**src/hw/rtl/ilrs_pkg.sv**
```systemverilog
// Shared types and constants for the index linked list reverse/search unit.
`timescale 1ns / 1ps
`default_nettype none
package ilrs_pkg;

  localparam int unsigned KindBits  = 2;
  localparam int unsigned IndexBits = 5;
  localparam int unsigned DataBits  = 16;
  localparam int unsigned LinkBits  = 6;

  localparam logic [KindBits-1:0] KIND_WRITE   = 2'd0;
  localparam logic [KindBits-1:0] KIND_REVERSE = 2'd1;
  localparam logic [KindBits-1:0] KIND_SEARCH  = 2'd2;

  typedef struct packed {
    logic [KindBits-1:0]  kind;
    logic [IndexBits-1:0] node_index;
    logic [DataBits-1:0]  node_data;
    logic [LinkBits-1:0]  link_in;
  } in_t;

  typedef struct packed {
    logic                 found;
    logic [IndexBits-1:0] position;
  } out_t;

endpackage
`default_nettype wire

```
**src/hw/rtl/ilrs_ram.sv**
```systemverilog
// Generic single write port, single read port RAM with registered read.
`timescale 1ns / 1ps
`default_nettype none
module ilrs_ram #(
  parameter int unsigned WIDTH = 16,
  parameter int unsigned DEPTH = 32
) (
  input  wire logic                     clk_i,
  input  wire logic                     we_i,
  input  wire logic [$clog2(DEPTH)-1:0] waddr_i,
  input  wire logic [WIDTH-1:0]         wdata_i,
  input  wire logic [$clog2(DEPTH)-1:0] raddr_i,
  output logic      [WIDTH-1:0]         rdata_o
);

  logic [WIDTH-1:0] mem_q [DEPTH];

  always_ff @(posedge clk_i) begin
    if (we_i) begin
      mem_q[waddr_i] <= wdata_i;
    end
    rdata_o <= mem_q[raddr_i];
  end

endmodule
`default_nettype wire

```
**src/hw/rtl/index_linked_list_reverse_search_unit.sv**
```systemverilog
// Top level: node pool with list reverse and value search sequencer.
//
// Usage:
//   Input channel (in_valid_i / in_stall_o / in_data_i) takes one item: write a
//   node (value and link), reverse the list after a head node, or search the
//   list after a start node for a value. Output channel (out_valid_o /
//   out_stall_i / out_data_o) returns exactly one result per item: found and
//   position for a search, zeros otherwise.
//   A write goes straight to the result. A search or reverse visits at most
//   NODES nodes; each visited node takes a read step and a compare or relink
//   step on the single link memory port pair.
//   One item is in work at a time; in_stall_o is high until its result is
//   loaded into the output register. A finished result waits in the output
//   register while out_stall_i is high; the next item is then accepted and
//   run, and its result waits inside until the output register frees up.
//   Reset clears the sequencer and output valid. Node memories are not
//   cleared; reading a node never written returns unspecified data.
//   A link of NODES or more ends a list; every walk stops after NODES links.
`timescale 1ns / 1ps
`default_nettype none
module index_linked_list_reverse_search_unit
  import ilrs_pkg::*;
#(
  parameter int unsigned NODES      = 32,
  parameter int unsigned VALUE_BITS = 16
) (
  input  wire logic clk_i,
  input  wire logic rst_ni,
  input  wire logic in_valid_i,
  output logic      in_stall_o,
  input  wire in_t  in_data_i,
  output logic      out_valid_o,
  input  wire logic out_stall_i,
  output out_t      out_data_o
);

  localparam int unsigned IW  = $clog2(NODES);
  localparam int unsigned LWN = $clog2(NODES + 1);
  localparam int unsigned LW  = (LWN > LinkBits) ? LWN : LinkBits;
  localparam int unsigned SW  = $clog2(NODES + 1);

  typedef enum logic [3:0] {
    S_IDLE,
    S_HEAD_RD,
    S_HEAD_GET,
    S_REV_RD,
    S_REV_WR,
    S_REV_FIX1,
    S_REV_FIX2,
    S_SRCH_RD,
    S_SRCH_CHK,
    S_FINISH
  } state_e;

  state_e                state_q;
  logic [LW-1:0]         cur_q;
  logic [LW-1:0]         prev_q;
  logic [IW-1:0]         first_q;
  logic [IW-1:0]         head_q;
  logic [VALUE_BITS-1:0] want_q;
  logic                  is_rev_q;
  logic [SW-1:0]         steps_q;
  logic                  found_q;
  logic [IndexBits-1:0]  pos_q;
  logic                  out_valid_q;
  out_t                  out_q;

  logic                  accept;
  logic                  idx_ok;
  logic [VALUE_BITS-1:0] data_w;
  logic                  val_we;
  logic [VALUE_BITS-1:0] val_rdata;
  logic                  lnk_we;
  logic [IW-1:0]         lnk_waddr;
  logic [LW-1:0]         lnk_wdata;
  logic [LW-1:0]         lnk_rdata;
  logic                  rd_is_node;
  logic                  cur_is_node;
  logic [SW-1:0]         steps_nx;
  logic                  out_free;

  if (VALUE_BITS <= DataBits) begin : g_data_narrow
    assign data_w = in_data_i.node_data[VALUE_BITS-1:0];
  end else begin : g_data_wide
    assign data_w = {{(VALUE_BITS - DataBits){1'b0}}, in_data_i.node_data};
  end

  assign accept      = in_valid_i && (state_q == S_IDLE);
  assign idx_ok      = LW'(in_data_i.node_index) < LW'(NODES);
  assign rd_is_node  = lnk_rdata < LW'(NODES);
  assign cur_is_node = cur_q < LW'(NODES);
  assign steps_nx    = steps_q + 1'b1;
  assign out_free    = !out_valid_q || !out_stall_i;
  assign val_we      = accept && (in_data_i.kind == KIND_WRITE) && idx_ok;

  always_comb begin
    lnk_we    = 1'b0;
    lnk_waddr = cur_q[IW-1:0];
    lnk_wdata = prev_q;
    case (state_q)
      S_IDLE: begin
        lnk_we    = val_we;
        lnk_waddr = IW'(in_data_i.node_index);
        lnk_wdata = LW'(in_data_i.link_in);
      end
      S_REV_WR: begin
        lnk_we = 1'b1;
      end
      S_REV_FIX1: begin
        lnk_we    = 1'b1;
        lnk_waddr = first_q;
        lnk_wdata = LW'(NODES);
      end
      S_REV_FIX2: begin
        lnk_we    = 1'b1;
        lnk_waddr = head_q;
      end
      default: begin
        lnk_we = 1'b0;
      end
    endcase
  end

  ilrs_ram #(
    .WIDTH (VALUE_BITS),
    .DEPTH (NODES)
  ) u_value_ram (
    .clk_i   (clk_i),
    .we_i    (val_we),
    .waddr_i (IW'(in_data_i.node_index)),
    .wdata_i (data_w),
    .raddr_i (cur_q[IW-1:0]),
    .rdata_o (val_rdata)
  );

  ilrs_ram #(
    .WIDTH (LW),
    .DEPTH (NODES)
  ) u_link_ram (
    .clk_i   (clk_i),
    .we_i    (lnk_we),
    .waddr_i (lnk_waddr),
    .wdata_i (lnk_wdata),
    .raddr_i (cur_q[IW-1:0]),
    .rdata_o (lnk_rdata)
  );

  always_ff @(posedge clk_i or negedge rst_ni) begin
    if (!rst_ni) begin
      state_q     <= S_IDLE;
      cur_q       <= '0;
      prev_q      <= '0;
      first_q     <= '0;
      head_q      <= '0;
      want_q      <= '0;
      is_rev_q    <= 1'b0;
      steps_q     <= '0;
      found_q     <= 1'b0;
      pos_q       <= '0;
      out_valid_q <= 1'b0;
      out_q       <= '0;
    end else begin
      if (out_valid_q && !out_stall_i && (state_q != S_FINISH)) begin
        out_valid_q <= 1'b0;
      end
      case (state_q)
        S_IDLE: begin
          if (accept) begin
            cur_q    <= LW'(in_data_i.node_index);
            head_q   <= IW'(in_data_i.node_index);
            want_q   <= data_w;
            is_rev_q <= (in_data_i.kind == KIND_REVERSE);
            found_q  <= 1'b0;
            pos_q    <= '0;
            if (idx_ok && ((in_data_i.kind == KIND_REVERSE) ||
                           (in_data_i.kind == KIND_SEARCH))) begin
              state_q <= S_HEAD_RD;
            end else begin
              state_q <= S_FINISH;
            end
          end
        end
        S_HEAD_RD: begin
          state_q <= S_HEAD_GET;
        end
        S_HEAD_GET: begin
          cur_q   <= lnk_rdata;
          first_q <= lnk_rdata[IW-1:0];
          prev_q  <= LW'(head_q);
          steps_q <= '0;
          if (!is_rev_q) begin
            state_q <= S_SRCH_RD;
          end else if (rd_is_node) begin
            state_q <= S_REV_RD;
          end else begin
            state_q <= S_FINISH;
          end
        end
        S_REV_RD: begin
          state_q <= S_REV_WR;
        end
        S_REV_WR: begin
          prev_q  <= cur_q;
          cur_q   <= lnk_rdata;
          steps_q <= steps_nx;
          if (rd_is_node && (steps_nx < SW'(NODES))) begin
            state_q <= S_REV_RD;
          end else begin
            state_q <= S_REV_FIX1;
          end
        end
        S_REV_FIX1: begin
          state_q <= S_REV_FIX2;
        end
        S_REV_FIX2: begin
          state_q <= S_FINISH;
        end
        S_SRCH_RD: begin
          if (cur_is_node && (steps_q < SW'(NODES))) begin
            state_q <= S_SRCH_CHK;
          end else begin
            state_q <= S_FINISH;
          end
        end
        S_SRCH_CHK: begin
          if (val_rdata == want_q) begin
            found_q <= 1'b1;
            pos_q   <= cur_q[IndexBits-1:0];
            state_q <= S_FINISH;
          end else begin
            cur_q   <= lnk_rdata;
            steps_q <= steps_nx;
            state_q <= S_SRCH_RD;
          end
        end
        S_FINISH: begin
          if (out_free) begin
            out_valid_q    <= 1'b1;
            out_q.found    <= found_q;
            out_q.position <= pos_q;
            state_q        <= S_IDLE;
          end
        end
        default: begin
          state_q <= S_IDLE;
        end
      endcase
    end
  end

  assign in_stall_o  = (state_q != S_IDLE);
  assign out_valid_o = out_valid_q;
  assign out_data_o  = out_q;

endmodule
`default_nettype wire

```
**config.mk**
```make
export PLATFORM = sky130hd
export DESIGN_NAME = index_linked_list_reverse_search_unit
export DESIGN_NICKNAME = d
export VERILOG_FILES = /design/src/hw/rtl/ilrs_pkg.sv /design/src/hw/rtl/ilrs_ram.sv /design/src/hw/rtl/index_linked_list_reverse_search_unit.sv
export SDC_FILE = /design/constraint.sdc
export NUM_CORES = 1
export LEC_CHECK = 0
export BUFFER_PORTS_ARGS = -buffer_cell sky130_fd_sc_hd__buf_2
export CAP_MARGIN = 30
export CORE_AREA = 2 2 239 241
export DETAILED_ROUTE_END_ITERATION = 10
export DIE_AREA = 0 0 241 243
export GPL_TIMING_DRIVEN = 0
export PLACE_DENSITY = 0.74
export RECOVER_POWER = 100
export SYNTH_ARGS = -nofsm -noshare
export SYNTH_HDL_FRONTEND = slang
export SYNTH_SLANG_ARGS = --single-unit
```
**constraint.sdc**
```tcl
create_clock -name clk_i -period 2.5 [get_ports clk_i]
set_input_delay 0.125 -clock clk_i [delete_from_list [all_inputs] [get_ports clk_i]]
set_output_delay 0.125 -clock clk_i [all_outputs]
set_load 0.01 [all_outputs]
```
==> key figures, run 1 <==
Routing
  – Total Wirelength: 80.2 mm
  – Initial drt markers: 2280
  – Iteration count of the initial detailed-routing pass: 5
  – # DRC: 0
  – Wire length per cell: 30.8 µm
  – Vias per std cell: 6.47
  – Post-DRT Antenna Nets: 0
  – Vias: 16852

Logic synthesis
  – Post-synthesis simple-gate area fraction: 0.0411
  – Ys flop type: edfxtp_1
  – Async S/R FF share, synth: 0.0787
  – Cell area after synthesis: 31100 µm²
  – Mean Syn Cell Area: 20.6 µm²
  – Largest family of logic cells by synthesized area: multiplexers
  – Register bit total from synthesis: 788
  – Mux contribution to synthesized area: 0.178
  – Cells after synthesis: 1509
  – Synth Area in Adders: 0.00121
  – Post-Synth XOR/XNOR Area: 0.00507
  – Sequential fraction of the synthesis area: 0.744
  – Compound-Gate Fraction of Synth Area: 0.0156
  – EDFF count, synth: 704
  – Syn_nets: 1545
  – Ys Warns: 0
  – Cell variety after synth: 66

Floorplan
  – Initial Util: 0.556
  – Row cnt: 87
  – I/O Pins: 41
  – Die height: 243 µm
  – Die area: 58600 µm²
  – Horiz. Die Dim: 241 µm
  – Core ar.: 56000 µm²

Critical path
  – CP required: 2.83 ns
  – CP Capture Type: flop
  – R2r startpoint: cur_q[0]
  – Reg2reg end: u_link_ram.mem_q[0][3]
  – Arrival time of the worst setup path: 2.93 ns
  – Setup CP Type: reg2reg
  – Worst Reg-to-Reg Cells: 8
  – R2r setup slk: -0.10 ns
  – Type of origin of the critical path: flop
  – Max Fanout on Critical Path: 10

Power
  – Leakage power: 12.7 nW
  – Tot Pwr: 44.6 mW
  – Peak supply drop: 1.18 mV
  – PwrDens: 1170 nW/µm²

Timing
  – Final setup viols: 145
  – RSZ-0062 raised after global routing: true
  – Worst relative slew slack: -0.103
  – Final Cycle Share: 1.04
  – Worst Clk Skew: 0.0215 ns
  – Slew Limit Fails: 96
  – Final worst slack: -0.100 ns
  – Hold_ws: 0.0183 ns
  – Worst-Margin Slew: 1.65 ns
  – Final hold violation count: 0
  – Post-layout minimum cycle time: 2.60 ns
  – Setup TNS: -5.10 ns
  – F_max: 0.385 GHz

Placement
  – Placement Cell Area: 32800 µm²
  – Post-DP HPWL: 46.4 mm
  – Routability cong.: 0.865
  – Placed Cells: 2333
  – IO buf count: 40
  – Post-Place Worst Slack: -1.14 ns

GRT
  – Met1 GRT Util: 0.371
  – Largest net degree at the start of global routing: 63
  – Total Routing Usage GR: 0.278
  – GR peak layer: met2
  – M3 GR Usage: 0.0556
  – Grt met2 use: 0.445
  – First-pass GRT wire length: 116 mm
  – Vias in the first global route: 17279
  – Initial antenna violation count: 0
  – Total congestion overflow: 0

Finish
  – Post-route cell area: 37900 µm²
  – Most common cell after layout, fill and taps aside: edfxtp_1
  – Share of post-route cells with drive strength above 1: 0.381
  – Area of the multi-input gates: 8260 µm²
  – Final non-filler cell total: 2603
  – # nets final: 1821
  – Antenna cell count: 0
  – Final core occ: 0.678
  – Area Overhead vs Synth: 21.9%
  – Most frequent cells in the layout: 704 x edfxtp_1, 220 x mux4_2, 106 x nand2_1
  – # fillers: 3324
  – Sequential cell area: 23100 µm²

Hold path
  – Min-delay src: in_valid_i
  – WHS Endpoint: state_q[0]
  – Hold WC Path Type: in2reg
  – Hold Path Cell Cnt: 4

Clocking
  – Worst-skew pair later-pin latency: 0.63 ns
  – Htree depth: 3
  – Clock Root Buffer: clkbuf_16
  – Clock slew at reported path FFs: 0.06 ns
  – CTS tree: built
  – Clock buffer count from CTS: 76
  – CTS sink count: 788
  – Clock Tree Buf Depth: 3

Run status
  – Violated checks: capacitance limit, slew limit, setup timing
  – Status: complete, but fails checks

Run
  – MaxCap Viol Count: 2
worst max-delay path: stages, from the launching register on:
cell	delay (ns)
dfrtp_1	0.37
buf_4	0.19
buf_8	0.19
o21ai_0	0.10
nand4_1	0.13
o22a_2	0.30
or4b_4	0.66
nor3_4	0.21
buf_12	0.16
area by class of cell:
class                      count  share of cell area
timing repair buffer         199              0.0629
tap                          756              0.0249
inverter                      12             0.00119
clock buffer                 101              0.0564
clock inverter                39              0.0104
sequential                   788               0.610
buffer                        81              0.0164
multi-input combinational    627               0.218
cells in the mapped netlist, types with 2 or more instances:
master | count | share of area
dfrtp_1 | 62 | 0.050
nand2_1 | 115 | 0.014
dfxtp_1 | 22 | 0.014
buf_4 | 3 | 0.00072
nor2b_1 | 2 | 0.00040
or3b_2 | 2 | 0.00056
nand3b_1 | 6 | 0.0014
xnor2_1 | 16 | 0.0045
nand4_1 | 11 | 0.0022
or4_1 | 5 | 0.0012
ha_1 | 3 | 0.0012
o211ai_1 | 2 | 0.00048
o21ai_0 | 18 | 0.0029
nand3_1 | 13 | 0.0021
mux2i_1 | 25 | 0.0080
buf_1 | 14 | 0.0017
or3_1 | 2 | 0.00040
inv_1 | 11 | 0.0013
nand2b_1 | 6 | 0.0012
nor2_1 | 49 | 0.0059
nor3_2 | 5 | 0.0016
a31oi_1 | 3 | 0.00060
a22o_1 | 6 | 0.0017
buf_6 | 12 | 0.0043
a311o_1 | 2 | 0.00064
mux4_2 | 220 | 0.16
clkbuf_1 | 26 | 0.0031
nor4_1 | 2 | 0.00040
o22ai_1 | 3 | 0.00060
a21oi_1 | 10 | 0.0016
xor2_1 | 2 | 0.00056
buf_2 | 27 | 0.0043
nor3_1 | 32 | 0.0051
edfxtp_1 | 704 | 0.68
mux2_2 | 29 | 0.010
nand4b_1 | 3 | 0.00084
a21oi_2 | 2 | 0.00056
a22oi_1 | 3 | 0.00072
o22a_1 | 4 | 0.0011
metal layers:
| metal | share of wire | vias up |
|---|---|---|
| li1 | - | 6762 |
| met1 | 0.37 | 8813 |
| met2 | 0.49 | 1028 |
| met3 | 0.086 | 249 |
| met4 | 0.054 | 0 |
| met5 | 0 | - |
flip-flops by register name (all words and copies together) (netlist names):
signal and cells:
u_value_ram.rdata_o 16, found_q 1, is_rev_q 1, u_link_ram.rdata_o 6, state_q 4, u_link_ram.mem_q 192, first_q 5, u_value_ram.mem_q 512
pos_q 5, prev_q 6, cur_q 6, head_q 5, out_data_o 6, steps_q 6, out_valid_o 1, want_q 16
worst max path at each step:
stage,cells after the start,start,end,slack (ns)
3_3_place_gp,7,state_q[0],u_value_ram.mem_q[7][3],-1.70
5_1_grt,8,state_q[2],u_link_ram.mem_q[1][1],-0.12
2_1_floorplan,7,state_q[0],u_value_ram.mem_q[0][0],-0.24
4_1_cts,7,cur_q[1],u_link_ram.rdata_o[0],-0.005
3_5_place_dp,6,cur_q[2],u_link_ram.mem_q[21][4],-1.14
6_report,8,cur_q[0],u_link_ram.mem_q[0][3],-0.10
kinds of logic after synthesis:
kind of cell / count (synthesis)
simple gates: 264
flops: 788
compound gates: 68
mux: 274
fa+ha+maj: 3
buf+inv: 94
xor+xnor: 18
report_power, final:
part / switching (mW) / total, mW / internal, mW
sequential: 0.600 / 16.7 / 16.1
clock: 4.95 / 11.7 / 6.77
combinational: 9.06 / 16.2 / 7.10
total: 14.6 / 44.6 / 30.0
timing repair:
action / in CTS / in global routing
hold buffers: 9 / 0
resized for setup: 153 / 63
buffers inserted: 96 / 18
setup endpoints to repair: 828 / 629
endpoints found under the hold margin: 109 / 0
pin swaps: 79 / 31
cloned: 0 / 2
Power figures use the tool's default switching activity.
==> run 2: changes to the inputs <==
- CORE_AREA: 2 2 239 241 -> 2 2 258 209
- DIE_AREA: 0 0 241 243 -> 0 0 260 211
- PLACE_DENSITY: 0.74 -> 0.76
- clock period: 2.5 -> 2.4 ns (I/O delays scaled with it)
==> run 2 against run 1 <==
The flow still finishes with violations (capacitance limit, slew limit, setup timing). Power up 7.2%. Cell count down 1.3%. Sequential power up 5%. Via count up 7.1%. Die area down 6.3%. Clock skew up 0.0013 ns. Register-to-register slack worse by 0.15 ns. First-iteration DRC count up 32%. Combinational power up 14%. Design area up 0.89%. Hold slack better by 0.041 ns. Count of clock-buffer cells in the layout down 11. Largest cell class unchanged.
==> key figures, run 2 (synthesized netlist as in run 1, its figures left out) <==
Finish
  – Area Overhead vs Synth: 23.0% (was 21.9%)
  – Most frequent cells in the layout: 704 x edfxtp_1, 220 x mux4_2, 107 x nand2_1 (was 704 x edfxtp_1, 220 x mux4_2, 106 x nand2_1)
  – Antenna cell count: 0 (unchanged)
  – # nets final: 1853 (was 1821)
  – Share of post-route cells with drive strength above 1: 0.388 (was 0.381)
  – Final core occ: 0.735 (was 0.678)
  – # fillers: 2688 (was 3324)
  – Most flops, register: u_value_ram.mem_q (unchanged)
  – Most common cell after layout, fill and taps aside: edfxtp_1 (unchanged)
  – Top flop regs: u_value_ram.mem_q: 512 flops, u_link_ram.mem_q: 192 flops (unchanged)
  – Max FFs per register: 512 (unchanged)
  – Final non-filler cell total: 2568 (was 2603)

Routing
  – Total Wirelength: 90.3 mm (was 80.2 mm)
  – Wire length per cell: 35.1 µm (was 30.8 µm)
  – Vias: 18041 (was 16852)
  – Vias per std cell: 7.03 (was 6.47)
  – Iteration count of the initial detailed-routing pass: 9 (was 5)
  – # DRC: 0 (unchanged)
  – Post-DRT Antenna Nets: 0 (unchanged)
  – Initial drt markers: 3010 (was 2280)

Placement
  – Placed Cells: 2276 (was 2333)
  – Post-DP HPWL: 47.9 mm (was 46.4 mm)
  – IO buf count: 40 (unchanged)
  – Routability cong.: 0.874 (was 0.865)

Floorplan
  – I/O Pins: 41 (unchanged)
  – Die area: 54900 µm² (was 58600 µm²)
  – Die height: 211 µm (was 243 µm)
  – Core ar.: 52100 µm² (was 56000 µm²)
  – Initial Util: 0.597 (was 0.556)
  – Row cnt: 75 (was 87)
  – Horiz. Die Dim: 260 µm (was 241 µm)

Run
  – MaxCap Viol Count: 7 (was 2)

Clocking
  – Clock Tree Buf Depth: 3 (unchanged)
  – Clock Root Buffer: clkbuf_16 (unchanged)
  – Worst-skew pair later-pin latency: 0.64 ns (was 0.63 ns)
  – CTS sink count: 788 (unchanged)
  – Clock buffer count from CTS: 72 (was 76)
  – CTS tree: built (unchanged)
  – Htree depth: 3 (unchanged)
  – Clock slew at reported path FFs: 0.07 ns (was 0.06 ns)

Timing
  – Worst relative slew slack: -0.150 (was -0.103)
  – Final setup viols: 709 (was 145)
  – Worst-Margin Slew: 1.72 ns (was 1.65 ns)
  – RSZ-0062 raised after global routing: true (unchanged)
  – Final Cycle Share: 1.11 (was 1.04)
  – Slew Limit Fails: 232 (was 96)
  – Final worst slack: -0.254 ns (was -0.100 ns)
  – Post-layout minimum cycle time: 2.65 ns (was 2.60 ns)
  – F_max: 0.377 GHz (was 0.385 GHz)
  – Final hold violation count: 0 (unchanged)
  – Worst Clk Skew: 0.0228 ns (was 0.0215 ns)

Critical path
  – Type of origin of the critical path: flop (unchanged)
  – Max Fanout on Critical Path: 8 (was 10)
  – CP Capture Type: flop (unchanged)
  – CP required: 2.73 ns (was 2.83 ns)
  – Arrival time of the worst setup path: 2.99 ns (was 2.93 ns)
  – Setup CP Type: reg2reg (unchanged)

GRT
  – Met1 GRT Util: 0.438 (was 0.371)
  – GR peak layer: met2 (unchanged)
  – Initial antenna violation count: 0 (unchanged)
  – First-pass GRT wire length: 124 mm (was 116 mm)
  – Total congestion overflow: 0 (unchanged)
  – Largest net degree at the start of global routing: 63 (unchanged)
  – Total Routing Usage GR: 0.324 (was 0.278)
  – Vias in the first global route: 18020 (was 17279)
  – Grt met2 use: 0.518 (was 0.445)
  – M3 GR Usage: 0.0760 (was 0.0556)

Power
  – PwrDens: 1250 nW/µm² (was 1170 nW/µm²)
  – Leakage power: 12.9 nW (was 12.7 nW)
  – Peak supply drop: 0.760 mV (was 1.18 mV)

Run status
  – Status: complete, but fails checks (unchanged)
  – Violated checks: capacitance limit, slew limit, setup timing (unchanged)

Hold path
  – Hold WC Path Type: in2reg (unchanged)
-- run 2: cell types whose count changed in the layout (fill, tap and decap cells not counted), moves of 7 or more --
cell and delta:
buf_4 +23, clkbuf_4 -15, buf_2 -8, buf_6 +30, clkinv_2 -7
-- run 2: routing by layer --
| metal | routed length [µm] | vias up | share of wire |
|---|---|---|---|
| li1 | - | 6820 | - |
| met5 | 0 | - | 0 |
| met2 | 43400 | 1667 | 0.48 |
| met1 | 30900 | 9177 | 0.34 |
| met4 | 5120 | 0 | 0.057 |
| met3 | 10800 | 377 | 0.12 |
-- run 2: worst max-delay path, stage by stage, from the launching register on --
cell and delay (ns):
dfrtp_2 0.47, buf_6 0.16, nor4_4 0.33, nand2_2 0.18
buf_12 0.17, nor3b_4 0.20, buf_6 0.17, buf_6 0.12
nand2_8 0.07, nor2_4 0.27, buf_12 0.19
-- run 2: final cells by class --
cell class,count,area (µm²),area share
timing repair buffer,236,2790,0.0730
inverter,12,45.0,0.00118
sequential,788,23100,0.605
buffer,80,699,0.0183
multi-input combinational,627,8350,0.218
tap,693,867,0.0227
clock inverter,42,475,0.0124
clock buffer,90,1900,0.0497
-- run 2: stage by stage --
step	instance area, µm²	hold WS, ns	setup WS, ns	setup TNS (ns)	power [mW]
floorplan	31300	-0.176	-0.157	-60.92	26.8
global placement	32400	0.395	-1.15	-694.73	30.8
detailed placement	33000	0.271	-1.16	-590.06	31.7
CTS	37700	0.00453	-0.0770	-4.06	45.7
global route	38300	0.0396	-0.273	-107.83	48.8
finish	38300	0.0592	-0.254	-93.72	47.7
-- run 2: path summary, 6_finish.rpt --
path                                       start                       end  cells after the start  slack (ns)
max reg2reg                           state_q[2]  u_value_ram.mem_q[11][1]                     10       -0.25
min reg2reg                u_link_ram.rdata_o[4]                first_q[4]                      2        0.45
max in group asynchronous                 rst_ni                state_q[0]                      2        0.80
min                                   in_valid_i                state_q[3]                      5        0.06
min in group asynchronous                 rst_ni                  cur_q[2]                      2        0.45
max                                   state_q[2]  u_value_ram.mem_q[11][1]                     10       -0.25
-- run 2: where the power goes --
group	total (mW)	internal, mW	switching, mW	leakage (nW)
registers	17.5	16.8	0.740	7.31
clock network	11.9	6.66	5.20	1.15
logic	18.4	8.06	10.3	4.44
total	47.7	31.5	16.3	12.9
-- run 2: timing repair --
action / CTS / global route
cloned: 3 / 3
endpoints found under the hold margin: 78 / 0
hold buffers: 9 / 0
resized for setup: 226 / 81
pin swaps: 81 / 53
setup buffers: 116 / 29
setup endpoints to repair: 735 / 730
==> run 3: changes to the inputs <==
- PLACE_DENSITY: 0.76 -> not set
- PLACE_DENSITY_LB_ADDON: not set -> 0.1
==> run 3 against run 2 <==
The run still ends with capacitance limit, slew limit, setup timing left. Die area unchanged. Sequential cell count unchanged. Non-clock buffer count grew 3. Sequential power barely moved. Routed wire length fell by 12%. Worst setup slack lost 0.090 ns. Fmax shrank 3.3%. Design area up 0.56%. Via count shrank 6.1%. Highest routed layer unchanged.
==> key figures, run 3 (synthesized netlist as in run 1, its figures left out) <==
Run status
  – Status: complete, but fails checks (unchanged)
  – Violated checks: capacitance limit, slew limit, setup timing (unchanged)

Timing
  – Slew Limit Fails: 165 (was 232)
  – Final hold violation count: 0 (unchanged)
  – Worst Clk Skew: 0.0271 ns (was 0.0228 ns)
  – Worst relative slew slack: -0.102 (was -0.150)
  – RSZ-0062 raised after global routing: true (unchanged)
  – Worst-Margin Slew: 1.65 ns (was 1.72 ns)
  – Final setup viols: 426 (was 709)
  – Post-layout minimum cycle time: 2.74 ns (was 2.65 ns)
  – Final Cycle Share: 1.14 (was 1.11)
  – F_max: 0.364 GHz (was 0.377 GHz)
  – Final worst slack: -0.344 ns (was -0.254 ns)

Finish
  – Most frequent cells in the layout: 704 x edfxtp_1, 220 x mux4_2, 99 x nand2_1 (was 704 x edfxtp_1, 220 x mux4_2, 107 x nand2_1)
  – Final core occ: 0.739 (was 0.735)
  – Area of the multi-input gates: 8380 µm² (was 8350 µm²)
  – # nets final: 1860 (was 1853)
  – Most flops, register: u_value_ram.mem_q (unchanged)
  – Post-route cell area: 38500 µm² (was 38300 µm²)
  – Area Overhead vs Synth: 23.7% (was 23.0%)
  – Max FFs per register: 512 (unchanged)
  – Share of post-route cells with drive strength above 1: 0.398 (was 0.388)
  – # fillers: 2849 (was 2688)
  – Top flop regs: u_value_ram.mem_q: 512 flops, u_link_ram.mem_q: 192 flops (unchanged)
  – Most common cell after layout, fill and taps aside: edfxtp_1 (unchanged)
  – Sequential cell area: 23100 µm² (unchanged)

Clocking
  – Clock Tree Buf Depth: 3 (unchanged)
  – CTS tree: built (unchanged)
  – Clock buffer count from CTS: 76 (was 72)
  – Clock Root Buffer: clkbuf_16 (unchanged)
  – Worst-skew pair later-pin latency: 0.63 ns (was 0.64 ns)
  – CTS sink count: 788 (unchanged)
  – Clock slew at reported path FFs: 0.06 ns (was 0.07 ns)
  – Htree depth: 3 (unchanged)

Power
  – Share of power burned in combinational logic: 0.388 (was 0.385)
  – Peak supply drop: 0.707 mV (was 0.760 mV)
  – Clk pwr share: 0.245 (was 0.248)
  – Tot Pwr: 47.3 mW (was 47.7 mW)
  – Switching power total: 15.6 mW (was 16.3 mW)
  – Sw Share: 0.329 (was 0.341)
  – Leakage power: 13.0 nW (was 12.9 nW)
  – Flop pwr share: 0.367 (was 0.366)
  – PwrDens: 1230 nW/µm² (was 1250 nW/µm²)
  – Pint: 31.8 mW (was 31.5 mW)

Critical path
  – Arrival time of the worst setup path: 3.07 ns (was 2.99 ns)
  – Type of origin of the critical path: flop (unchanged)
  – Worst setup path start: state_q[2] (unchanged)
  – Max Fanout on Critical Path: 6 (was 8)
  – CP required: 2.73 ns (about the same)
  – R2r startpoint: state_q[2] (unchanged)
  – CP Capture Type: flop (unchanged)
  – Setup CP Type: reg2reg (unchanged)

Placement
  – Routability cong.: 0.907 (was 0.874)
  – Post-DP HPWL: 47.8 mm (was 47.9 mm)
  – Placement Cell Area: 32900 µm² (was 33000 µm²)
  – Post-Place Worst Slack: -1.29 ns (was -1.16 ns)
  – IO buf count: 40 (unchanged)

Floorplan
  – Initial Util: 0.597 (unchanged)
  – I/O Pins: 41 (unchanged)
  – Die area: 54900 µm² (unchanged)
  – Die height: 211 µm (unchanged)
  – Horiz. Die Dim: 260 µm (unchanged)
  – Core ar.: 52100 µm² (unchanged)
  – Row cnt: 75 (unchanged)

GRT
  – Largest net degree at the start of global routing: 63 (unchanged)
  – Vias in the first global route: 16336 (was 18020)
  – Initial antenna violation count: 0 (unchanged)
  – Total congestion overflow: 0 (unchanged)
  – Total Routing Usage GR: 0.284 (was 0.324)
  – First-pass GRT wire length: 110 mm (was 124 mm)

Routing
  – # DRC: 0 (unchanged)
  – Vias: 16943 (was 18041)
  – Post-DRT Antenna Nets: 0 (unchanged)
  – Vias per std cell: 6.58 (was 7.03)
  – Wire length per cell: 31.0 µm (was 35.1 µm)
  – Initial drt markers: 2176 (was 3010)
  – Total Wirelength: 79.7 mm (was 90.3 mm)
  – Iteration count of the initial detailed-routing pass: 6 (was 9)

Hold path
  – Min-delay src: in_data_i[2] (was in_valid_i)
  – Hold WC Path Type: in2reg (unchanged)

Run
  – MaxCap Viol Count: 5 (was 7)
run 3: changes by cell type in the layout (fill, tap and decap cells not counted), moves of 7 or more:
cell | before | now
nand2_2 | 4 | 11
buf_12 | 55 | 70
buf_6 | 68 | 53
nand2_1 | 107 | 99
buf_2 | 22 | 35
run 3: power by group through the flow:
| stage | clock, mW | combinational (mW) | sequential [mW] |
|---|---|---|---|
| detailed placement | 0 | 14.1 | 17.5 |
| floorplan | 0 | 9.34 | 17.4 |
| finish | 11.6 | 18.4 | 17.4 |
| CTS | 11.7 | 16.2 | 17.3 |
| global placement | 0 | 13.5 | 17.5 |
| global route | 12.3 | 19.2 | 17.5 |
run 3: metal layers:
layer  vias to the layer above  part of all wire  global-route usage
li1                       6835                 -                   -
met1                      8915              0.39               0.423
met2                      1049              0.48               0.422
met3                       144              0.11              0.0858
met4                         0             0.023              0.0690
met5                         -                 0                   0
run 3: path summary, 6_finish.rpt:
path                       slack, ns                 endpoint  cells past startpoint
setup / recovery               -0.34   u_link_ram.mem_q[6][4]                      8
hold / removal                  0.03  u_link_ram.mem_q[31][2]                      2
setup reg to reg               -0.34   u_link_ram.mem_q[6][4]                      8
hold reg to reg                 0.44               first_q[0]                      2
max in group asynchronous       0.84               state_q[1]                      2
min in group asynchronous       0.48              out_valid_o                      2
run 3: through the flow:
step | cells | setup TNS (ns) | hold slack (ns)
after CTS | 2523 | -16.14 | 0.00140
after global routing | 2573 | -66.02 | 0.0241
final | 2574 | -45.24 | 0.0337
after global placement | 2242 | -804.31 | 0.408
after floorplan | 1509 | -60.92 | -0.176
after detailed placement | 2278 | -647.13 | 0.278
run 3: repair_timing:
action / 4_1_cts / 5_1_grt
endpoints found under the setup margin: 766 / 677
hold buffers: 6 / 0
setup buffers: 101 / 43
gates cloned: 4 / 5
pin swaps: 76 / 61
hold endpoints to repair: 72 / 0
resized for setup: 211 / 97
run 3: worst max-delay path: stages (launching register included):
cell,delay [ns]
dfrtp_2,0.46
buf_6,0.16
buf_4,0.14
nand3b_1,0.11
nand4_1,0.19
o22a_4,0.33
or4b_4,0.61
nor3_4,0.30
buf_12,0.16
run 3: area by class of cell:
class | instances | area share
Clock inverter | 29 | 0.00722
Buffer | 81 | 0.0198
Tap cell | 693 | 0.0225
Inverter | 12 | 0.00117
Sequential cell | 788 | 0.601
Timing Repair Buffer | 238 | 0.0757
Antenna cell | 1 | 0.0000650
Multi-Input combinational cell | 627 | 0.218
Clock buffer | 105 | 0.0544
